$ cat config.mk
export PLATFORM = sky130hd
export DESIGN_NAME = adaptive_refresh_interval
export DESIGN_NICKNAME = d
export VERILOG_FILES = /design/src/hw/rtl/ari_pkg.sv /design/src/hw/rtl/adaptive_refresh_interval.sv
export SDC_FILE = /design/constraint.sdc
export NUM_CORES = 2
export LEC_CHECK = 0
export BUFFER_PORTS_ARGS = -buffer_cell sky130_fd_sc_hd__buf_2
export CORE_UTILIZATION = 50
export CTS_BUF_LIST = sky130_fd_sc_hd__clkbuf_4 sky130_fd_sc_hd__clkbuf_8
export DETAILED_ROUTE_END_ITERATION = 6
export PLACE_DENSITY = 0.66
export SETUP_SLACK_MARGIN = 0.5
export SYNTH_ARGS = -nofsm -noshare
export SYNTH_HDL_FRONTEND = slang
export SYNTH_SLANG_ARGS = --single-unit
$ cat constraint.sdc
create_clock -name i_clk -period 8.9 [get_ports i_clk]
set_clock_uncertainty 0.05 [all_clocks]
set_input_delay 0.89 -clock i_clk [delete_from_list [all_inputs] [get_ports i_clk]]
set_output_delay 0.89 -clock i_clk [all_outputs]
set_load 0.05 [all_outputs]
$ cat src/hw/rtl/ari_pkg.sv
`timescale 1ns / 1ps

package ari_pkg;

    // configuration register indexes
    typedef enum logic [1:0] {
        CFG_BASE_INTERVAL = 2'd0,
        CFG_HIGH_PERCENT  = 2'd1,
        CFG_LOW_PERCENT   = 2'd2
    } t_cfg_idx;

    // register reset values
    localparam logic [31:0] BASE_INTERVAL_RST = 32'd1000;
    localparam logic [6:0]  HIGH_PERCENT_RST  = 7'd10;
    localparam logic [6:0]  LOW_PERCENT_RST   = 7'd8;

    // full-scale load in percent
    localparam logic [6:0]  PCT_FULL          = 7'd100;

    // interval step is a multiply by 11 or 9 followed by a divide by this
    localparam logic [3:0]  INTERVAL_DIV      = 4'd10;

    typedef struct packed {
        logic        kind;
        logic [63:0] total_time;
        logic [63:0] busy_time;
    } t_in_item;

    typedef struct packed {
        logic [31:0] refresh_interval;
        logic        changed;
    } t_out_item;

endpackage

$ cat src/hw/rtl/adaptive_refresh_interval.sv
// a restart beat is registered in r_done and then in the output register; an update beat
//   steps at most through CHECK, MUL, LDIV, DECIDE, IDIV and FIX, taking one bit of the load
//   quotient per cycle in the 65-bit restoring divider, then the bit-serial divide by ten
// throughput: one beat at a time; the next beat is taken in the cycle after the result is
//   written to the output register, which frees the input even while that result is stalled
// reset: synchronous active low; config and block state registers reset, state returns to idle
`timescale 1ns / 1ps

module adaptive_refresh_interval #(
    parameter int LOAD_FRAC_BITS = 8
) (
    input  logic                 i_clk,
    input  logic                 i_rst_n,

    // item input
    input  logic                 i_in_valid,
    output logic                 o_in_stall,
    input  ari_pkg::t_in_item    i_in_data,

    // result output
    output logic                 o_out_valid,
    input  logic                 i_out_stall,
    output ari_pkg::t_out_item   o_out_data,

    // register writes
    input  logic                 i_cfg_valid,
    output logic                 o_cfg_ready,
    input  logic [1:0]           i_cfg_index,
    input  logic [31:0]          i_cfg_data
);

    // load is fixed point, 7 integer bits hold up to 100 percent
    localparam int LW = 7 + LOAD_FRAC_BITS;
    // 100 * 64-bit delta
    localparam int MW = 71;
    // 11 * 32-bit interval
    localparam int PW = 36;

    localparam logic [LW-1:0] LOAD_FULL = LW'(ari_pkg::PCT_FULL) << LOAD_FRAC_BITS;
    localparam logic [5:0]    LDIV_LAST = 6'(LW - 1);
    localparam logic [5:0]    IDIV_LAST = 6'(PW - 1);

    typedef enum logic [6:0] {
        S_IDLE   = 7'b0000001,
        S_CHECK  = 7'b0000010,
        S_MUL    = 7'b0000100,
        S_LDIV   = 7'b0001000,
        S_DECIDE = 7'b0010000,
        S_IDIV   = 7'b0100000,
        S_FIX    = 7'b1000000
    } t_state;

    // result of the current beat waits for the output register
    logic                 r_done;

    t_state               r_state;
    t_state               n_state;

    // configuration
    logic [31:0]          r_base;
    logic [6:0]           r_high;
    logic [6:0]           r_low;

    // block state
    logic [31:0]          r_cur;
    logic [31:0]          r_prev;
    logic [LW-1:0]        r_last_load;
    logic [63:0]          r_last_total;
    logic [63:0]          r_last_busy;

    // datapath
    logic [63:0]          r_dt;
    logic [63:0]          r_db;
    logic [MW-1:0]        r_m;
    logic [63:0]          r_rem;
    logic [LW-1:0]        r_nsh;
    logic [LW-1:0]        r_load;
    logic [PW-1:0]        r_p;
    logic [3:0]           r_drem;
    logic                 r_grow;
    logic [5:0]           r_cnt;

    // output register
    logic                 r_out_valid;
    ari_pkg::t_out_item   r_out;

    logic                 in_acc;
    logic                 out_free;
    logic [LW-1:0]        hi_th;
    logic [LW-1:0]        lo_th;
    logic                 grow;
    logic                 shrink;
    logic [MW-1:0]        m_full;
    logic [64:0]          ld_rr;
    logic [64:0]          ld_diff;
    logic                 ld_ge;
    logic [4:0]           id_rr;
    logic                 id_ge;

    assign o_in_stall  = (r_state != S_IDLE) || r_done;
    assign o_cfg_ready = 1'b1;
    assign o_out_valid = r_out_valid;
    assign o_out_data  = r_out;

    assign in_acc   = i_in_valid && !o_in_stall;
    assign out_free = !r_out_valid || !i_out_stall;

    // thresholds in load units
    assign hi_th = LW'(r_high) << LOAD_FRAC_BITS;
    assign lo_th = LW'(r_low) << LOAD_FRAC_BITS;

    // both loads in a row above high grows, both below low shrinks (only above base)
    assign grow   = (r_load > hi_th) && (r_last_load > hi_th);
    assign shrink = (r_cur > r_base) && (r_load < lo_th) && (r_last_load < lo_th);

    // 100 * busy delta, second half of the add
    assign m_full = r_m + MW'({r_db, 2'b00});

    // one restoring step of the load division: shift in a numerator bit
    assign ld_rr   = {r_rem, r_nsh[LW-1]};
    assign ld_diff = ld_rr - {1'b0, r_dt};
    assign ld_ge   = (ld_rr >= {1'b0, r_dt});

    // one step of the divide by ten, quotient bits shift into r_p from below
    assign id_rr = {r_drem, r_p[PW-1]};
    assign id_ge = (id_rr >= 5'(ari_pkg::INTERVAL_DIV));

    // register writes
    always_ff @(posedge i_clk) begin
        if (!i_rst_n) begin
            r_base <= ari_pkg::BASE_INTERVAL_RST;
            r_high <= ari_pkg::HIGH_PERCENT_RST;
            r_low  <= ari_pkg::LOW_PERCENT_RST;
        end else if (i_cfg_valid && o_cfg_ready) begin
            case (i_cfg_index)
                ari_pkg::CFG_BASE_INTERVAL: begin
                    r_base <= i_cfg_data;
                end
                ari_pkg::CFG_HIGH_PERCENT: begin
                    r_high <= i_cfg_data[6:0];
                end
                ari_pkg::CFG_LOW_PERCENT: begin
                    r_low <= i_cfg_data[6:0];
                end
                default: begin
                end
            endcase
        end
    end

    // sequencer
    always_comb begin
        n_state = r_state;
        case (r_state)
            S_IDLE: begin
                if (in_acc && i_in_data.kind) begin
                    n_state = S_CHECK;
                end
            end
            S_CHECK: begin
                // zero or saturated load skips the divider
                if (r_dt == 64'd0 || r_db >= r_dt) begin
                    n_state = S_DECIDE;
                end else begin
                    n_state = S_MUL;
                end
            end
            S_MUL: begin
                n_state = S_LDIV;
            end
            S_LDIV: begin
                if (r_cnt == LDIV_LAST) begin
                    n_state = S_DECIDE;
                end
            end
            S_DECIDE: begin
                if (grow || shrink) begin
                    n_state = S_IDIV;
                end else begin
                    n_state = S_IDLE;
                end
            end
            S_IDIV: begin
                if (r_cnt == IDIV_LAST) begin
                    n_state = S_FIX;
                end
            end
            S_FIX: begin
                n_state = S_IDLE;
            end
            default: begin
                n_state = S_IDLE;
            end
        endcase
    end

    always_ff @(posedge i_clk) begin
        if (!i_rst_n) begin
            r_state <= S_IDLE;
            r_done  <= 1'b0;
        end else begin
            r_state <= n_state;
            // result goes out once the work is over: restart, no-change decide, or fix
            if (r_done) begin
                r_done <= !out_free;
            end else begin
                r_done <= (in_acc && !i_in_data.kind)
                       || (r_state == S_DECIDE && !grow && !shrink)
                       || (r_state == S_FIX);
            end
        end
    end

    // block state
    always_ff @(posedge i_clk) begin
        if (!i_rst_n) begin
            r_cur        <= ari_pkg::BASE_INTERVAL_RST;
            r_last_load  <= LW'(ari_pkg::LOW_PERCENT_RST) << LOAD_FRAC_BITS;
            r_last_total <= 64'd0;
            r_last_busy  <= 64'd0;
        end else begin
            if (in_acc) begin
                r_last_total <= i_in_data.total_time;
                r_last_busy  <= i_in_data.busy_time;
                if (!i_in_data.kind) begin
                    r_cur       <= r_base;
                    r_last_load <= lo_th;
                end
            end
            if (r_state == S_DECIDE) begin
                r_last_load <= r_load;
            end
            if (r_state == S_FIX) begin
                if (r_grow) begin
                    // saturate at the top of the 32-bit range
                    r_cur <= (r_p[PW-1:32] != '0) ? '1 : r_p[31:0];
                end else begin
                    r_cur <= (r_p[31:0] > r_base) ? r_p[31:0] : r_base;
                end
            end
        end
    end

    // datapath registers
    always_ff @(posedge i_clk) begin
        if (in_acc) begin
            r_prev <= r_cur;
            // deltas wrap modulo 2^64
            r_dt   <= i_in_data.total_time - r_last_total;
            r_db   <= i_in_data.busy_time - r_last_busy;
        end
        case (r_state)
            S_CHECK: begin
                if (r_dt == 64'd0) begin
                    r_load <= '0;
                end else if (r_db >= r_dt) begin
                    r_load <= LOAD_FULL;
                end
                // 96 * busy delta
                r_m <= MW'({r_db, 6'b0}) + MW'({r_db, 5'b0});
            end
            S_MUL: begin
                // top of the numerator is below the total delta, so no quotient bits
                // come from it; the low seven bits and the fraction zeros shift in
                r_rem <= m_full[MW-1:7];
                r_nsh <= LW'(m_full[6:0]) << LOAD_FRAC_BITS;
                r_cnt <= 6'd0;
            end
            S_LDIV: begin
                r_rem  <= ld_ge ? ld_diff[63:0] : ld_rr[63:0];
                r_nsh  <= r_nsh << 1;
                r_load <= {r_load[LW-2:0], ld_ge};
                r_cnt  <= r_cnt + 6'd1;
            end
            S_DECIDE: begin
                // 9 * interval, plus 2 * interval when growing
                r_p    <= PW'({r_cur, 3'b0}) + PW'(r_cur)
                        + (grow ? PW'({r_cur, 1'b0}) : PW'(0));
                r_grow <= grow;
                r_drem <= 4'd0;
                r_cnt  <= 6'd0;
            end
            S_IDIV: begin
                r_drem <= id_ge ? 4'(id_rr - 5'(ari_pkg::INTERVAL_DIV)) : id_rr[3:0];
                r_p    <= {r_p[PW-2:0], id_ge};
                r_cnt  <= r_cnt + 6'd1;
            end
            default: begin
            end
        endcase
    end

    // output register, parts the sequencer from the downstream stall
    always_ff @(posedge i_clk) begin
        if (!i_rst_n) begin
            r_out_valid <= 1'b0;
        end else if (r_done && out_free) begin
            r_out_valid <= 1'b1;
        end else if (!i_out_stall) begin
            r_out_valid <= 1'b0;
        end
    end

    always_ff @(posedge i_clk) begin
        if (r_done && out_free) begin
            r_out.refresh_interval <= r_cur;
            r_out.changed          <= (r_cur != r_prev);
        end
    end

`ifndef SYNTHESIS
    // a result only appears after the done step
    a_out_from_done: assert property (@(posedge i_clk) disable iff (!i_rst_n)
        $rose(o_out_valid) |-> $past(r_done))
        else $error("result raised without done step");

    // restart loads the base interval
    a_restart_base: assert property (@(posedge i_clk) disable iff (!i_rst_n)
        (in_acc && !i_in_data.kind) |=> (r_cur == $past(r_base)))
        else $error("restart did not load base interval");

    // load never exceeds full scale
    a_load_range: assert property (@(posedge i_clk) disable iff (!i_rst_n)
        (r_state == S_DECIDE) |-> (r_load <= LOAD_FULL))
        else $error("load above full scale");

    // load divider partial remainder stays below the divisor
    a_ldiv_rem: assert property (@(posedge i_clk) disable iff (!i_rst_n)
        (r_state == S_LDIV) |-> (r_rem < r_dt))
        else $error("load divider remainder out of range");

    // divide by ten remainder stays below ten
    a_idiv_rem: assert property (@(posedge i_clk) disable iff (!i_rst_n)
        (r_state == S_IDIV) |-> (r_drem < ari_pkg::INTERVAL_DIV))
        else $error("interval divider remainder out of range");
`endif

endmodule
Word-level counts from Yosys, hierarchy flattened --
Index checks and enable logic that the tools add are counted.
Operators by class: add/subtract/negate cells 9, $lt $le $gt $ge 9, eq/ne operators 20, muxes and demuxes 29, reductions and logical operators 40
Operators by type and width (number):
- 32-bit two-way mux | 6
- 64-bit subtractor | 3
- 64-bit one-hot mux with 2 select lines | 1
- 15-bit two-way mux | 5
- 36-bit one-hot mux with 2 select lines | 1
- 70-bit by 69-bit adder with 71-bit output | 1
- 71-bit by 66-bit adder with 71-bit output | 1
- 65-bit by 64-bit >= comparator with 1-bit output | 1
- 64-bit >= comparator | 1
- 32-bit greater-than comparator | 2
- 64-bit zero test | 1
- 64-bit two-way mux | 1
- 15-bit one-hot mux with 2 select lines | 2
- 7-bit one-hot mux with 6 select lines | 1
- 35-bit by 32-bit adder with 36-bit output | 1
- 36-bit by 33-bit adder with 36-bit output | 1
- 33-bit two-way mux | 1
- 32-bit != test | 1
- 15-bit greater-than comparator | 2
- 15-bit < comparator | 2
- 7-bit two-way mux | 3
- 6-bit one-hot mux with 2 select lines | 1
- 2-bit AND reduction | 6
- 2-bit nonzero test | 6
- 30 further kinds | 56
Word-level totals: register bits after elaboration 635, bits of input ports 168, output and inout port bits 36, logic and storage cells 130

Logic depth before layout (Yosys ltp) --
word-level depth 8, gate-level depth with buffers 25, gate-level depth less buffers 24

Worst setup path before layout --
OpenSTA, ideal clock, no wires.
path kind flip-flop to flip-flop, start point register r_state[0], end point register r_load[0] (enable), library setup time 0.369 ns, data arrival time 6.743 ns, data required time 8.481 ns, path slack 1.738 ns, stages on the path, launching flop included 8, path buffers 0, clock period less this slack 7.162 ns, cells stage by stage dfxtp_1 -> nor3_1 -> nand2_1 -> nor3b_1 -> nand2_1 -> a2bb2oi_1 -> o21a_1 -> nand2_1
On the way: cells in the longest elaborated chain, start to end 3, elaborated cells on any way between the ends 5, classes of those cells eq/ne (3); reduce/logical (2)
RTL lines:
- from (decl) | RTL line adaptive_refresh_interval.sv:56 | t_state r_state;
- from (signal assigned) | RTL line adaptive_refresh_interval.sv:202 | r_state <= n_state;
- 7-bit by 2-bit == test with 1-bit output or 7-bit by 4-bit == test with 1-bit output (tied branches) | RTL line adaptive_refresh_interval.sv:252 | case (r_state)
- 3-bit != test (no line) or 2-bit nonzero test (tied branches)
- 2-bit AND reduction (no line) (*)
- to (signal assigned) | RTL line adaptive_refresh_interval.sv:272 | r_load <= {r_load[LW-2:0], ld_ge};
- to (decl) | RTL line adaptive_refresh_interval.sv:77 | logic [LW-1:0] r_load;
Mark *: on every way between the ends. The rest lies on a longest branch, timed or not. A chain may end at the register's enable or synchronous reset.

Final worst setup path --
start point register r_load[9], end point register r_p[34] (data pin)
On the way: cells in the longest elaborated chain, start to end 5
RTL lines:
- 15-bit greater-than comparator | RTL line adaptive_refresh_interval.sv:113 | assign grow = (r_load > hi_th) && (r_last_load > hi_th);
- 1-bit logical AND | RTL line adaptive_refresh_interval.sv:113
- 33-bit two-way mux | RTL line adaptive_refresh_interval.sv:278 | + (grow ? PW'({r_cur, 1'b0}) : PW'(0));
- 36-bit by 33-bit adder with 36-bit output | RTL line adaptive_refresh_interval.sv:278
- 36-bit one-hot mux with 2 select lines | RTL line adaptive_refresh_interval.sv:252
- to (signal assigned) | RTL line adaptive_refresh_interval.sv:277 | r_p <= PW'({r_cur, 3'b0}) + PW'(r_cur)
- to (signal assigned) | RTL line adaptive_refresh_interval.sv:285 | r_p <= {r_p[PW-2:0], id_ge};
- to (decl) | RTL line adaptive_refresh_interval.sv:78 | logic [PW-1:0] r_p;
No other way between the ends.

==> reports/metrics.yaml <==
cts_hold_repair.buffers: 0
setup.worst_path.start_class: "flip-flop"
net_count_after_synthesis: 6097
placementRows: 112
worst_slew_pin_slew_ns: 1.33
cts_inserted_buffers: 112
synthCells: 5386
antenna_left: 0
design.final.nets: 6218
fin_crit_sh: 0.667
initial_utilization: 0.508
ff2ff_path_depth: 24
dpl-instance-area_sq_mm: 0.0497
crit-reg2reg-launch: "r_load[9]"
synth-seq-area-share: 0.342
synth_mux_area_frac: 0.0113
yosys-top-cells-count: "sky130_fd_sc_hd__nand2_1 (665), sky130_fd_sc_hd__ha_1 (508), sky130_fd_sc_hd__a21oi_1 (475)"
gr-total-overflow: 0
boundaryPins: 204
die_h_um: 311
post_synth_xor_area_fraction: 0.0662
crit_path_frequent_cell: "sky130_fd_sc_hd__o21ai_0"
max_freq_ghz: 0.168
rr_endpoint: "r_p[34]"
critical_path_required_ns: 9.36
post-route-min-period_ns: 5.94
post-synth-top-count-cell: "sky130_fd_sc_hd__nand2_1"
worst_setup_path_end_kind: "flip-flop"
grt_max_degree: 89
worst_hold_startpoint: "i_in_data[71]"
synth_cell_types: 107
io_buffer_count: 202
synth_top_cell_area_share: 0.245
synth-adder-area-share: 0.148
hpwl_um: 102000
drt_drc_violations_left: 0
worst_hold_path_type: "in -> reg"
yosys_register_bits: 620
fp.coreArea_sq_mm: 0.0940
synth_area_per_cell_sq_um: 8.87
drt-initial-drc-count: 2909
slew_violations: 0
die_area_sq_mm: 0.0968
power_density_mw_per_mm2: 308
power.leakage_nw: 21.5
stdcell_area_sq_mm: 0.0523
post_synthesis_compound_gate_area_fraction: 0.237
clkSinkCount: 620
worst_path_top_cell_family_by_delay: "compound AO/OA/AOI/OAI gates"
critical_path.n_buffers_inverters: 2
design_power_total_w: 0.0161
rsz0062_at_grt: "no"
rd_place_congestion: 0.938
status: "completed"
grt_util_all_layers: 0.268
clkLatencyLatePin_ns: 0.79
final_count_of_negative_setup_slack_endpoints: 0
synthToLayoutAreaGrowth_pct: 9.61
grt_pass1_vias: 38500
report.final.hold_viol_count: 0
crit_path_max_incr_delay_ns: 0.50
clock_tree.buffer_depth: 3
relSlewSlack: 0.103
async_flop_share: 0
yosys_warnings: 0
worst_setup_hold_path_clk_slew_ns: 0.07
finalCoreUtilization: 0.557
wire_per_inst_um: 19.4
rrSetupSlack_ns: 2.96
cp_max_fo: 34
drive_above_1_share: 0.0938
cts_tree: "done"
synthTopCellsByArea: "sky130_fd_sc_hd__edfxtp_1 (25%), sky130_fd_sc_hd__ha_1 (13%), sky130_fd_sc_hd__dfxtp_1 (9.6%)"
setup-tns-final_ns: 0
drt-total-wl_um: 133000
routed_via_density: 5.86
vias: 40200
synth_edf_count: 390
ir_drop_mv: 0.162
ctsRootBufferMaster: "sky130_fd_sc_hd__clkbuf_8"
antenna_found_initial: 7
ctsResizeCount: 0
hold_path_end: "r_last_total[7]"
post_cts_buffers: 0
grt_first_pass_wirelength_um: 209000
synth_ff_type: "sky130_fd_sc_hd__edfxtp_1"
synth_top_family_by_area: "compound AO/OA/AOI/OAI gates"
critical-path-slowest-cell: "sky130_fd_sc_hd__fa_1"
dieWidth_um: 311
drv.max_cap_violation_count: 0
crit_arrival_ns: 6.40
synth.cell_area_sq_mm: 0.0478
timing.setup.critical_path_class: "reg -> reg"
htree_levels: 3
critical_path.cell_chain: "ha_1 > nor2b_1 > o21ai_0 > nand2b_1 > a21oi_1 > nor2b_1 > o21ai_0 > a221oi_2 > buf_4 > nand2_1 > fa_1 > inv_1 > fa_1 > a21oi_1 > o21ai_0 > o22ai_1 > o21ai_1 > a31o_2 > or4_1 > and3_1 > nor3_2 > a21oi_1 > xnor2_1 > o21ai_0"
hold_depth: 3
drt-pass1-iter-count: 5
yosys.area.top_type: "sky130_fd_sc_hd__edfxtp_1"
simple_gate_share_of_the_synthesized_area: 0.149
[cell families (layout without fill, tap and decap cells)]
family | after synthesis | in the layout
compound gates | 1710 | 1710
other cells | 1 | 2
buf+inv | 580 | 800
simple gates | 1520 | 1520
flops | 620 | 620
fa+ha+maj | 543 | 543
xor+xnor | 361 | 361
mux | 51 | 51
[power breakdown]
part | switching (W) | total (W) | leakage [nW] | internal, W
clock | 0.00132 | 0.00314 | 1.37 | 0.00182
combinational | 0.00508 | 0.00836 | 14.6 | 0.00328
sequential | 0.000585 | 0.00461 | 5.49 | 0.00402
[tightest hold or removal path, delay by kind of cell]
kind | cells | cell delay [ns]
AOI/OAI and AO/OA | 1 | 0.06
buffers and inverters | 1 | 0.11
and+or+nand+nor | 1 | 0.05
[stage by stage]
stage | setup slack, ns | std cells | hold slack, ns
after floorplan | 1.74 | 5386 | 0.393
after global placement | 3.09 | 6647 | 0.400
after detailed placement | 3.04 | 6647 | 0.406
after CTS | 3.03 | 6860 | 0.234
after global routing | 2.64 | 6861 | 0.283
final | 2.96 | 6861 | 0.313
[cell type report]
| cell class | instances | area, sq um |
|---|---|---|
| flip-flops and latches | 620 | 16300 |
| well taps | 1254 | 1570 |
| clock buffers | 158 | 2020 |
| repair buffers | 229 | 1220 |
| fillers | 8635 | 41700 |
| diodes | 1 | 2.50 |
| multi-input cells | 4186 | 29300 |
| inverters | 358 | 1350 |
| clock inverters | 55 | 581 |
[layer usage]
| metal | track usage | share of wire | up-vias |
|---|---|---|---|
| li1 | - | - | 19900 |
| met1 | 0.361 | 0.46 | 19200 |
| met2 | 0.448 | 0.47 | 953 |
| met3 | 0.0298 | 0.049 | 207 |
| met4 | 0.0825 | 0.027 | 0 |
| met5 | 0 | 0 | - |
[worst max-delay path by stage]
stage	from	endpoint	slack, ns	cells past startpoint
finish	r_load[9]	r_p[34]	2.96	24
global route	r_load[9]	r_p[34]	2.64	24
CTS	r_load[9]	r_p[34]	3.03	24
floorplan	r_state[0]	r_load[0]	1.74	7
detailed placement	r_load[9]	r_p[34]	3.04	24
global placement	r_load[9]	r_p[34]	3.09	24
[sequential cells by signal (all words and copies together) (netlist names), 32 cells and up]
register	cells
r_db	64
r_dt	64
r_base	32
r_last_total	64
r_last_busy	64
r_m	66
r_p	36
r_rem	64
o_out_data	33
r_cur	32
r_prev	32
[cell usage in the layout (no fill, tap or decap), drive strengths merged, types with 66 or more instances in the layout]
cell type,count
nor2,291
xor2,121
dfxtp,230
ha,508
a211oi,66
edfxtp,390
xnor2,240
a21oi,478
a21o,247
clkbuf,158
and2,70
nand4,106
a21boi,212
buf,229
inv,361
nand2,665
nand3,91
o21ai,273
Note: power is estimated with default switching activity, not from simulation.
